===== config.mk =====
export PLATFORM = sky130hd
export DESIGN_NAME = hhte_hash
export DESIGN_NICKNAME = d
export VERILOG_FILES = /design/src/hw/rtl/hopscotch_hash_table_engine_top_assert.svh /design/src/hw/rtl/hhte_pkg.sv /design/src/hw/rtl/hhte_hash.sv
export SDC_FILE = /design/constraint.sdc
export NUM_CORES = 2
export LEC_CHECK = 0
export ABC_AREA = 1
export ABC_CLOCK_PERIOD_IN_PS = 27000
export BUFFER_PORTS_ARGS = -buffer_cell sky130_fd_sc_hd__buf_2
export CAP_MARGIN = 5
export CORE_ASPECT_RATIO = 1.1
export CORE_MARGIN = 2
export CORE_UTILIZATION = 30
export CTS_BUF_LIST = sky130_fd_sc_hd__clkbuf_4 sky130_fd_sc_hd__clkbuf_8 sky130_fd_sc_hd__clkbuf_16
export DETAILED_ROUTE_END_ITERATION = 7
export PLACE_DENSITY_LB_ADDON = 0.3
export SYNTH_ARGS = -nofsm -noshare
export SYNTH_HDL_FRONTEND = slang
export SYNTH_SLANG_ARGS = --single-unit

===== constraint.sdc =====
create_clock -name clk -period 27 [get_ports clk]
set_clock_uncertainty 0.05 [all_clocks]
set_input_delay 4.05 -clock clk [delete_from_list [all_inputs] [get_ports clk]]
set_output_delay 4.05 -clock clk [all_outputs]
set_load 0.005 [all_outputs]

===== src/hw/rtl/hopscotch_hash_table_engine_top_assert.svh =====
// ----------------------------------------------------------------------------
// Assertion macros for the hopscotch hash table engine
// Shorthand for clocked, reset-qualified assertions.
// ----------------------------------------------------------------------------
`ifndef HOPSCOTCH_HASH_TABLE_ENGINE_TOP_ASSERT_SVH
`define HOPSCOTCH_HASH_TABLE_ENGINE_TOP_ASSERT_SVH

// Consequent must hold in the same cycle as the antecedent.
`define HHTE_ASSERT_NOW(lbl, ante, cons, msg) \
  lbl: assert property (@(posedge clk) disable iff (!rst_n) (ante) |-> (cons)) \
    else $error(msg);

// Consequent must hold in the cycle after the antecedent.
`define HHTE_ASSERT_NEXT(lbl, ante, cons, msg) \
  lbl: assert property (@(posedge clk) disable iff (!rst_n) (ante) |=> (cons)) \
    else $error(msg);

`endif


===== src/hw/rtl/hhte_pkg.sv =====
// ----------------------------------------------------------------------------
// hhte_pkg
// Shared types, constants and helpers of the hopscotch hash table engine.
// ----------------------------------------------------------------------------
`timescale 1ns / 1ps

package hhte_pkg;

  localparam int KeyWords   = 8;
  localparam int KeyBits    = 64 * KeyWords;
  localparam int CountBits  = 11;
  localparam int HashBits   = 32;

  localparam logic [1:0] CmdInsert = 2'd0;
  localparam logic [1:0] CmdRemove = 2'd1;
  localparam logic [1:0] CmdLookup = 2'd2;
  localparam logic [1:0] CmdNone   = 2'd3;

  localparam logic [1:0] HashMix   = 2'd0;
  localparam logic [1:0] HashOaat  = 2'd1;
  localparam logic [1:0] HashConst = 2'd2;
  localparam logic [1:0] HashSpare = 2'd3;

  localparam logic [63:0] MixC0 = 64'h9E3779B185EBCA87;
  localparam logic [63:0] MixC1 = 64'hC6BC279692B5CC83;
  localparam logic [63:0] MixC2 = 64'h9E3779B97F4A7C15;
  localparam logic [63:0] MixC3 = 64'hFF51AFD7ED558CCD;

  localparam int DefSlots        = 1024;
  localparam int DefNeighborhood = 32;
  localparam int DefWindowFactor = 2;
  localparam int DefValueBytes   = 8;

  typedef enum logic [1:0] {HS_IDLE, HS_MIX, HS_OAAT, HS_FIN} hash_state_t;
  typedef enum logic [1:0] {ST_CLEAR, ST_IDLE, ST_HASH, ST_PROBE} eng_state_t;

  typedef struct packed {
    logic       go;
    logic [1:0] sel;
  } hash_req_t;

  typedef struct packed {
    logic                done;
    logic [HashBits-1:0] hash;
  } hash_rsp_t;

  // Multiplier constant of mixing step 1..8; step 8 is the finalizer.
  function automatic logic [63:0] mix_const(input logic [3:0] step);
    logic [63:0] c;
    unique case (step)
      4'd2, 4'd6: c = MixC2;
      4'd4:       c = MixC0;
      4'd8:       c = MixC3;
      default:    c = MixC1;
    endcase
    return c;
  endfunction

endpackage


===== src/hw/rtl/hhte_hash.sv =====
// ----------------------------------------------------------------------------
// hhte_hash
// Key hash unit: multiply-mix over a shared 32x32 multiplier, or a
// one-at-a-time hash one byte per cycle, or the constant one.
// ----------------------------------------------------------------------------
`timescale 1ns / 1ps

module hhte_hash (
  input  logic                          clk,
  input  logic                          rst_n,
  input  hhte_pkg::hash_req_t           req,
  input  logic [hhte_pkg::KeyBits-1:0]  key,
  output hhte_pkg::hash_rsp_t           rsp
);

  hhte_pkg::hash_state_t state_r, state_nxt;
  logic [63:0] h_r, h_nxt;
  logic [63:0] ma_r, ma_nxt;
  logic [63:0] acc_r, acc_nxt;
  logic [3:0]  step_r, step_nxt;
  logic [1:0]  ph_r, ph_nxt;
  logic [5:0]  byte_r, byte_nxt;
  logic        done_r, done_nxt;
  logic [31:0] hash_r, hash_nxt;

  logic [63:0] c;
  logic [31:0] mx, my;
  logic [63:0] prod;
  logic [63:0] mres, fx;
  logic [31:0] t0, t1, t2, f0, f1, f2;
  logic [7:0]  bsel;

  assign c    = hhte_pkg::mix_const(step_r);
  assign prod = 64'(mx) * 64'(my);
  assign mres = acc_r + {prod[31:0], 32'd0};
  assign fx   = mres ^ (mres >> 33);
  assign bsel = key[{byte_r, 3'b000} +: 8];
  assign t0   = h_r[31:0] + {24'd0, bsel};
  assign t1   = t0 + (t0 << 10);
  assign t2   = t1 ^ (t1 >> 6);
  assign f0   = h_r[31:0] + (h_r[31:0] << 3);
  assign f1   = f0 ^ (f0 >> 11);
  assign f2   = f1 + (f1 << 15);

  always_comb begin
    unique case (ph_r)
      2'd1:    begin mx = ma_r[31:0];  my = c[31:0];  end
      2'd2:    begin mx = ma_r[31:0];  my = c[63:32]; end
      default: begin mx = ma_r[63:32]; my = c[31:0];  end
    endcase
  end

  always_comb begin
    state_nxt = state_r;
    h_nxt     = h_r;
    ma_nxt    = ma_r;
    acc_nxt   = acc_r;
    step_nxt  = step_r;
    ph_nxt    = ph_r;
    byte_nxt  = byte_r;
    done_nxt  = 1'b0;
    hash_nxt  = hash_r;
    unique case (state_r)
      hhte_pkg::HS_IDLE: begin
        if (req.go) begin
          priority if (req.sel == hhte_pkg::HashMix) begin
            h_nxt     = key[63:0] ^ hhte_pkg::MixC0;
            step_nxt  = 4'd1;
            ph_nxt    = 2'd0;
            state_nxt = hhte_pkg::HS_MIX;
          end else if (req.sel == hhte_pkg::HashOaat) begin
            h_nxt     = 64'd0;
            byte_nxt  = 6'd0;
            state_nxt = hhte_pkg::HS_OAAT;
          end else begin
            hash_nxt = 32'd1;
            done_nxt = 1'b1;
          end
        end
      end
      hhte_pkg::HS_MIX: begin
        unique case (ph_r)
          2'd0: begin
            if (step_r[3]) ma_nxt = h_r ^ (h_r >> 33);
            else ma_nxt = h_r ^ key[{step_r[2:0], 6'd0} +: 64];
            ph_nxt = 2'd1;
          end
          2'd1: begin
            acc_nxt = prod;
            ph_nxt  = 2'd2;
          end
          2'd2: begin
            acc_nxt = mres;
            ph_nxt  = 2'd3;
          end
          default: begin
            h_nxt  = mres;
            ph_nxt = 2'd0;
            if (step_r[3]) begin
              hash_nxt  = fx[31:0] ^ fx[63:32];
              done_nxt  = 1'b1;
              state_nxt = hhte_pkg::HS_IDLE;
            end else begin
              step_nxt = step_r + 4'd1;
            end
          end
        endcase
      end
      hhte_pkg::HS_OAAT: begin
        h_nxt = {32'd0, t2};
        byte_nxt = byte_r + 6'd1;
        if (byte_r == 6'd63) state_nxt = hhte_pkg::HS_FIN;
      end
      default: begin
        hash_nxt  = f2;
        done_nxt  = 1'b1;
        state_nxt = hhte_pkg::HS_IDLE;
      end
    endcase
  end

  always_ff @(posedge clk) begin
    if (!rst_n) begin
      state_r <= hhte_pkg::HS_IDLE;
      done_r  <= 1'b0;
    end else begin
      state_r <= state_nxt;
      done_r  <= done_nxt;
    end
    h_r    <= h_nxt;
    ma_r   <= ma_nxt;
    acc_r  <= acc_nxt;
    step_r <= step_nxt;
    ph_r   <= ph_nxt;
    byte_r <= byte_nxt;
    hash_r <= hash_nxt;
  end

  assign rsp.done = done_r;
  assign rsp.hash = hash_r;

endmodule


After elaboration in Yosys (flattened, before gate mapping)
Index checks and enable logic that the tools add are counted.
{ "word_totals": {"register_bits": 239, "latch_bits": 0, "mem_bits_rw": 0, "mem_bits_ro": 0, "inputBits": 517, "out_inout_bits": 33, "wordCells": 109, "n_memories": 0} }
{ "classes": {"addsub": 7, "n_mul": 1, "div": 0, "n_lt_le_gt_ge": 0, "n_eq_ne": 20, "n_shift": 2, "n_mux": 42, "bitwise_logic": 8, "reduce_logical": 19} }
{ "ops": {"columns": ["cell", "n"], "rows": [
  ["$shiftx A512 B10 Y64", 1],
  ["$shiftx A512 B10 Y8", 1],
  ["$mux W64", 5],
  ["$mux W32", 7],
  ["$pmux W64 S3", 1],
  ["$pmux W63 S3", 1],
  ["$pmux W64 S2", 1],
  ["$xor A64 B31 Y64", 2],
  ["$add A32 B32 Y32", 3],
  ["$pmux W32 S3", 1],
  ["$add A64 B64 Y64", 1],
  ["$mul A32 B32 Y64", 1],
  ["$xor A64 B64 Y64", 1],
  ["$not A36 Y36", 1],
  ["$add A32 B8 Y32", 1],
  ["$xor A32 B21 Y32", 1],
  ["$xor A32 B26 Y32", 1],
  ["$xor A32 B32 Y32", 1],
  ["$mux W6", 3],
  ["$ne A2 B2 Y1 const B", 9],
  ["$mux W2", 8],
  ["$mux W4", 4],
  ["$pmux W2 S3", 2],
  ["$pmux W6 S2", 1],
  ["24 further kinds", 41]
]} }

Depth between registers and ports, before layout
{ "depth": {"ltp_word": 11, "depth_mapped": 54, "ltp_nobuf": 50} }

Worst setup path after synthesis
Ideal clock, no wire load.
{ "synth_timing": {"path_type": "reg2reg", "startpoint": "register step_r[0]", "endpoint": "register hash_r[31], data pin", "setup_time_ps": 254, "t_arrival_ps": 9279, "required_ps": 26696, "path_slack_ps": 17417, "path_stages_with_launch": 50, "synth_period_minus_slack_ps": 9583, "path_cell_list": "edfxtp_1 buf_2 inv_2 clkbuf_1 clkbuf_1 ha_1 nand2_1 inv_2 nor2_2 nor2_1 buf_2 nor2_1 inv_1 buf_2 nor2_1 fa_1 fa_1 fa_1 [... 14 more ...] nand4_1 nand3_1 xor2_1 ha_1 clkbuf_2 a21oi_1 nor2_1 nor2_1 nor2_1 nor2_1 o21ai_0 a21oi_1 nand3_2 nand2_2 inv_2 or2_1 nand3_1 nand2_1"} }
{ "synth_between": {"elab_chain_cells": 11, "word_cells_on_any_way": 14, "cone_classes": "1 x add/sub; 1 x mul; 4 x eq/ne; 5 x mux; 2 x bitwise; 1 x reduce/logical"} }
{ "synth_rtl": {"columns": ["item", "line", "text"], "rows": [
  ["start: declaration", "hhte_hash.sv:20", "logic [3:0] step_r, step_nxt;"],
  ["start signal: assignment", "hhte_hash.sv:133", "step_r <= step_nxt;"],
  ["$eq A4 B2 Y1 / $eq A4 B3 Y1 (equally long branches)", "hhte_pkg.sv:50", "unique case (step)"],
  ["$reduce_or A2 Y1", "hhte_pkg.sv:50", null],
  ["$pmux W63 S3 *", "hhte_pkg.sv:50", null],
  ["$mux W32 *", "hhte_hash.sv:46", "unique case (ph_r)"],
  ["$mul A32 B32 Y64 *", "hhte_hash.sv:34", "assign prod = 64'(mx) * 64'(my);"],
  ["$add A64 B64 Y64 *", "hhte_hash.sv:35", "assign mres = acc_r + {prod[31:0], 32'd0};"],
  ["$xor A64 B31 Y64 *", "hhte_hash.sv:36", "assign fx = mres ^ (mres >> 33);"],
  ["$xor A32 B32 Y32 *", "hhte_hash.sv:100", "hash_nxt = fx[31:0] ^ fx[63:32];"],
  ["$mux W32 *", "hhte_hash.sv:99", "if (step_r[3]) begin"],
  ["$mux W32 *", "hhte_hash.sv:82", "unique case (ph_r)"],
  ["$pmux W32 S3 *", "hhte_hash.sv:63", "unique case (state_r)"],
  ["named net hash_nxt[31]", "hhte_hash.sv:24", "logic [31:0] hash_r, hash_nxt;"],
  ["end signal: assignment", "hhte_hash.sv:136", "hash_r <= hash_nxt;"],
  ["end: declaration", "hhte_hash.sv:24", null]
]} }
The timed path passes the listed nets; every way through them passes the cells marked *. The select of a mux whose other input is x is not followed.
A chain may end at the register's enable or synchronous reset.

Worst setup path in the final report
{ "layout_timing": {"startpoint": "register step_r[0]", "endpoint": "register acc_r[57], data pin"} }
{ "layout_between": {"elab_chain_cells": 7, "word_cells_on_any_way": 10, "cone_classes": "1 x add/sub; 1 x mul; 4 x eq/ne; 3 x mux; 1 x reduce/logical"} }
{ "layout_rtl": {"columns": ["item", "line", "text"], "rows": [
  ["$eq A4 B2 Y1 / $eq A4 B3 Y1 (equally long branches)", "hhte_pkg.sv:50", null],
  ["$reduce_or A2 Y1", "hhte_pkg.sv:50", null],
  ["$pmux W63 S3 *", "hhte_pkg.sv:50", null],
  ["$mux W32 *", "hhte_hash.sv:46", null],
  ["$mul A32 B32 Y64 *", "hhte_hash.sv:34", null],
  ["$add A64 B64 Y64", "hhte_hash.sv:35", null],
  ["$pmux W64 S2 *", "hhte_hash.sv:82", null],
  ["end signal: assignment", "hhte_hash.sv:132", "acc_r <= acc_nxt;"],
  ["end: declaration", "hhte_hash.sv:19", "logic [63:0] acc_r, acc_nxt;"]
]} }
Mark *: on every way between the ends. The rest lies on a longest branch, timed or not.

==> impl_results.md <==
* Status: finished, final reports clean
* Vias in the first global route at 61.1k
* Setup TNS at 0 ns
* Slew headroom at 0.0782
* Compound-Gate Fraction of Synth Area at 0.147
* Post-cts resize count at 0
* Vias at 59.9k
* Setup violation total in the final timing report at 0
* Sequential fraction of the synthesis area at 0.120
* Reg-to-Reg Start: step_r[0]
* Max Buffers Root-to-Sink at 3
* DRC at 0
* Fin. Hold Viols at 0
* R2R setup slack at 12.41 ns
* H-tree depth at 1
* YS warnings at 0
* CTS sink cnt at 239
* Max Cap Violations at 0
* Post-synthesis xor/xnor area fraction at 0.0335
* R2R Path End: acc_r[57]
* Grt ovf at 0
* Area growth, synth to finish at 10.9%
* CTS Root Buffer Type: clkbuf_16
* CTS tree: done
* Synth Instances at 8062
* First-pass GRT wire length at 467000 um
* Vias per inst at 5.44
* Crit Path Class: register to register
* Cell Rows at 171
* Most used cell, CP: fa_1
* Worst Hold Path EP: ma_r[32]
* Largest net degree at the start of global routing at 155
* ANT nets after route at 0
* Clock-pin slew on the worst setup and hold paths at 0.07 ns
* Final setup margin at 12.41 ns
* Die ar. at 0.201 mm2
* Cells on worst reg2reg path at 41
* CTS Hold Bufs at 0
* Startpoint Class: register
* RePlAce Congestion at 1.05
* Mux cell area share after synthesis at 0.000169
* Flops & latches, synth at 239
* Biggest area consumer among synthesized cells: fa_1
* Width of the die at 428 um
* Average wire per standard cell at 30.5 um
* Maximum fanout along the worst path at 77
* Initial DRT Pass Iterations at 7
* Boundary pin count at 550
* Fmax at 0.0686 GHz
* Core ar. at 0.197 mm2
* Clock Latency Late Sink at 0.58 ns
* Worst path required time at 27.25 ns
* Iteration-0 DRC Markers at 6532
* Final Core Density at 0.334
* Simple-gate share of the synthesized area at 0.193
* CTS buffer count at 27
* Post-Synth Adder-Cell Area at 0.384
* Worst min-delay path class: register to register
* Initial Util at 0.301
* Mapped Avg Cell Area at 7.36 um2
* Part of the cycle the worst path needs at 0.540
* Hold Startpoint: h_r[32]
* Die height at 471 um
* Main combinational cell family by area after synthesis: adder cells
* Total wire length at 336000 um
* Final Critical Period at 14.59 ns
* Synth Cell Area at 0.0594 mm2
* Distinct cell type count after synthesis at 58
* Crit-path max cell delay at 1.05 ns
* IO Port Bufs at 549
* Post-CTS repair timing setup buffer count at 0
* GRT Util Overall at 0.326
* Final Max Slew Viols at 0
* Worst slack at placement at 12.52 ns
* Measured slew at the worst slew-check pin at 1.38 ns
* Post-DP HPWL at 283000 um
* CP Capture Type: register
* Final #Nets at 10.2k
* Slowest CP cell: nor2_1
* Main area contributors after synthesis: fa_1 (30%), edfxtp_1 (12%), inv_1 (9.5%)
* RSZ-0062 raised after global routing: false
* Antenna violations before repair at 62
* Hold path cells at 1
* Syn Nets at 9859
* Area share of the largest cell type after synthesis at 0.304
* Layout cells sized above 1 at 0.0966
* Critical path arrival at 14.84 ns
==> worst max path at each step <==
stage / startpoint / endpoint / slack (ns) / depth (start not counted)
after CTS: step_r[0] / hash_r[24] / 12.51 / 41
final: step_r[0] / acc_r[57] / 12.41 / 41
after detailed placement: step_r[0] / hash_r[24] / 12.52 / 41
after global placement: step_r[0] / hash_r[24] / 12.72 / 41
after floorplan: step_r[0] / hash_r[31] / 17.42 / 49
after global routing: step_r[0] / hash_r[24] / 11.86 / 41
==> metrics by stage <==
step	hold WS [ns]	std cells	cell area [um2]
2_1_floorplan	0.494	8062	59400
3_3_place_gp	0.508	10934	64800
3_5_place_dp	0.513	10934	64800
4_1_cts	0.522	10982	65700
5_1_grt	0.537	10996	65800
6_report	0.532	11023	65800
==> sequential cells by signal, indices dropped and copies added, names as in the netlist <==
register	cells
ma_r	64
h_r	64
acc_r	64
byte_r	6
done_r	1
step_r	4
state_r	2
ph_r	2
hash_r	32
==> cell type report <==
class	instances	area, um2
well taps	2595	3250
repair buffers	658	3630
inverters	1531	5760
fillers	21370	131000
flip-flops and latches	239	7150
clock inverters	14	179
diodes	41	103
multi-input cells	5911	45000
clock buffers	34	728
==> logic make-up (layout without fill, tap and decap cells) <==
group                      count (synthesis)  after routing
DFF                                      239            239
muxes                                      1              1
other                                      0             41
AOI/OAI and AO/OA                       1555           1555
and+or+nand+nor                         2848           2848
buffers and inverters                   1912           2237
adders and majority gates               1280           1280
xor gates and xnor gates                 227            227
==> per-layer routing <==
layer	share of wire	vias to the layer above	global-route usage	wire length [um]
met2	0.47	3112	0.552	159000
met5	0.00079	-	0	264
met4	0.089	38	0.239	29800
met3	0.074	850	0.0560	24900
li1	-	26111	-	-
met1	0.36	29837	0.371	122000
==> placed cells by master, fill, tap and decap left out, types with 29 or more instances in the layout <==
master / instances
nor3_1: 29
buf_4: 104
nand4_1: 44
ha_1: 376
o22ai_1: 106
diode_2: 41
xnor2_1: 62
buf_2: 549
edfxtp_1: 236
o221ai_1: 46
o211ai_1: 86
a31oi_1: 56
o21ai_0: 692
o21ai_1: 43
nand2_1: 1330
nor2_1: 1070
nand3_1: 282
fa_1: 901
xor2_1: 165
inv_1: 1499
a21oi_1: 401
==> critical path, delay by kind of cell (launching register included) <==
kind	cells	cell delay (ns)
fa+ha+maj	11	4.59
buf+inv	12	3.88
simple gates	13	3.60
xor+xnor	2	1.24
compound gates	3	0.48
flops	1	0.35
==> cells in the mapped netlist, drive strengths merged <==
master and number:
o31ai 5, a21o 23, nor4 9, and3 1
a21boi 7, o22ai 106, a31oi 56, fa 901
xor2 165, clkbuf 298, nand3 289, nand4 44
a21oi 406, nor3b 2, o311ai 12, a211oi 11
inv 1517, o2111ai 1, buf 83, ha 379
edfxtp 236, o221ai 46, mux2i 1, nand2 1343
nand3b 7, o21ai 745, o211ai 86, o21a 14
a31o 5, xnor2 62, a311oi 2, clkinv 14
nor2 1090, nor3 30, and2 6, o21bai 25
a221oi 5, or2 27, dfxtp 3
Power is left out: the tool's default activity adds up to more than one toggle a clock period on the data nets, which glitch-free logic cannot reach.
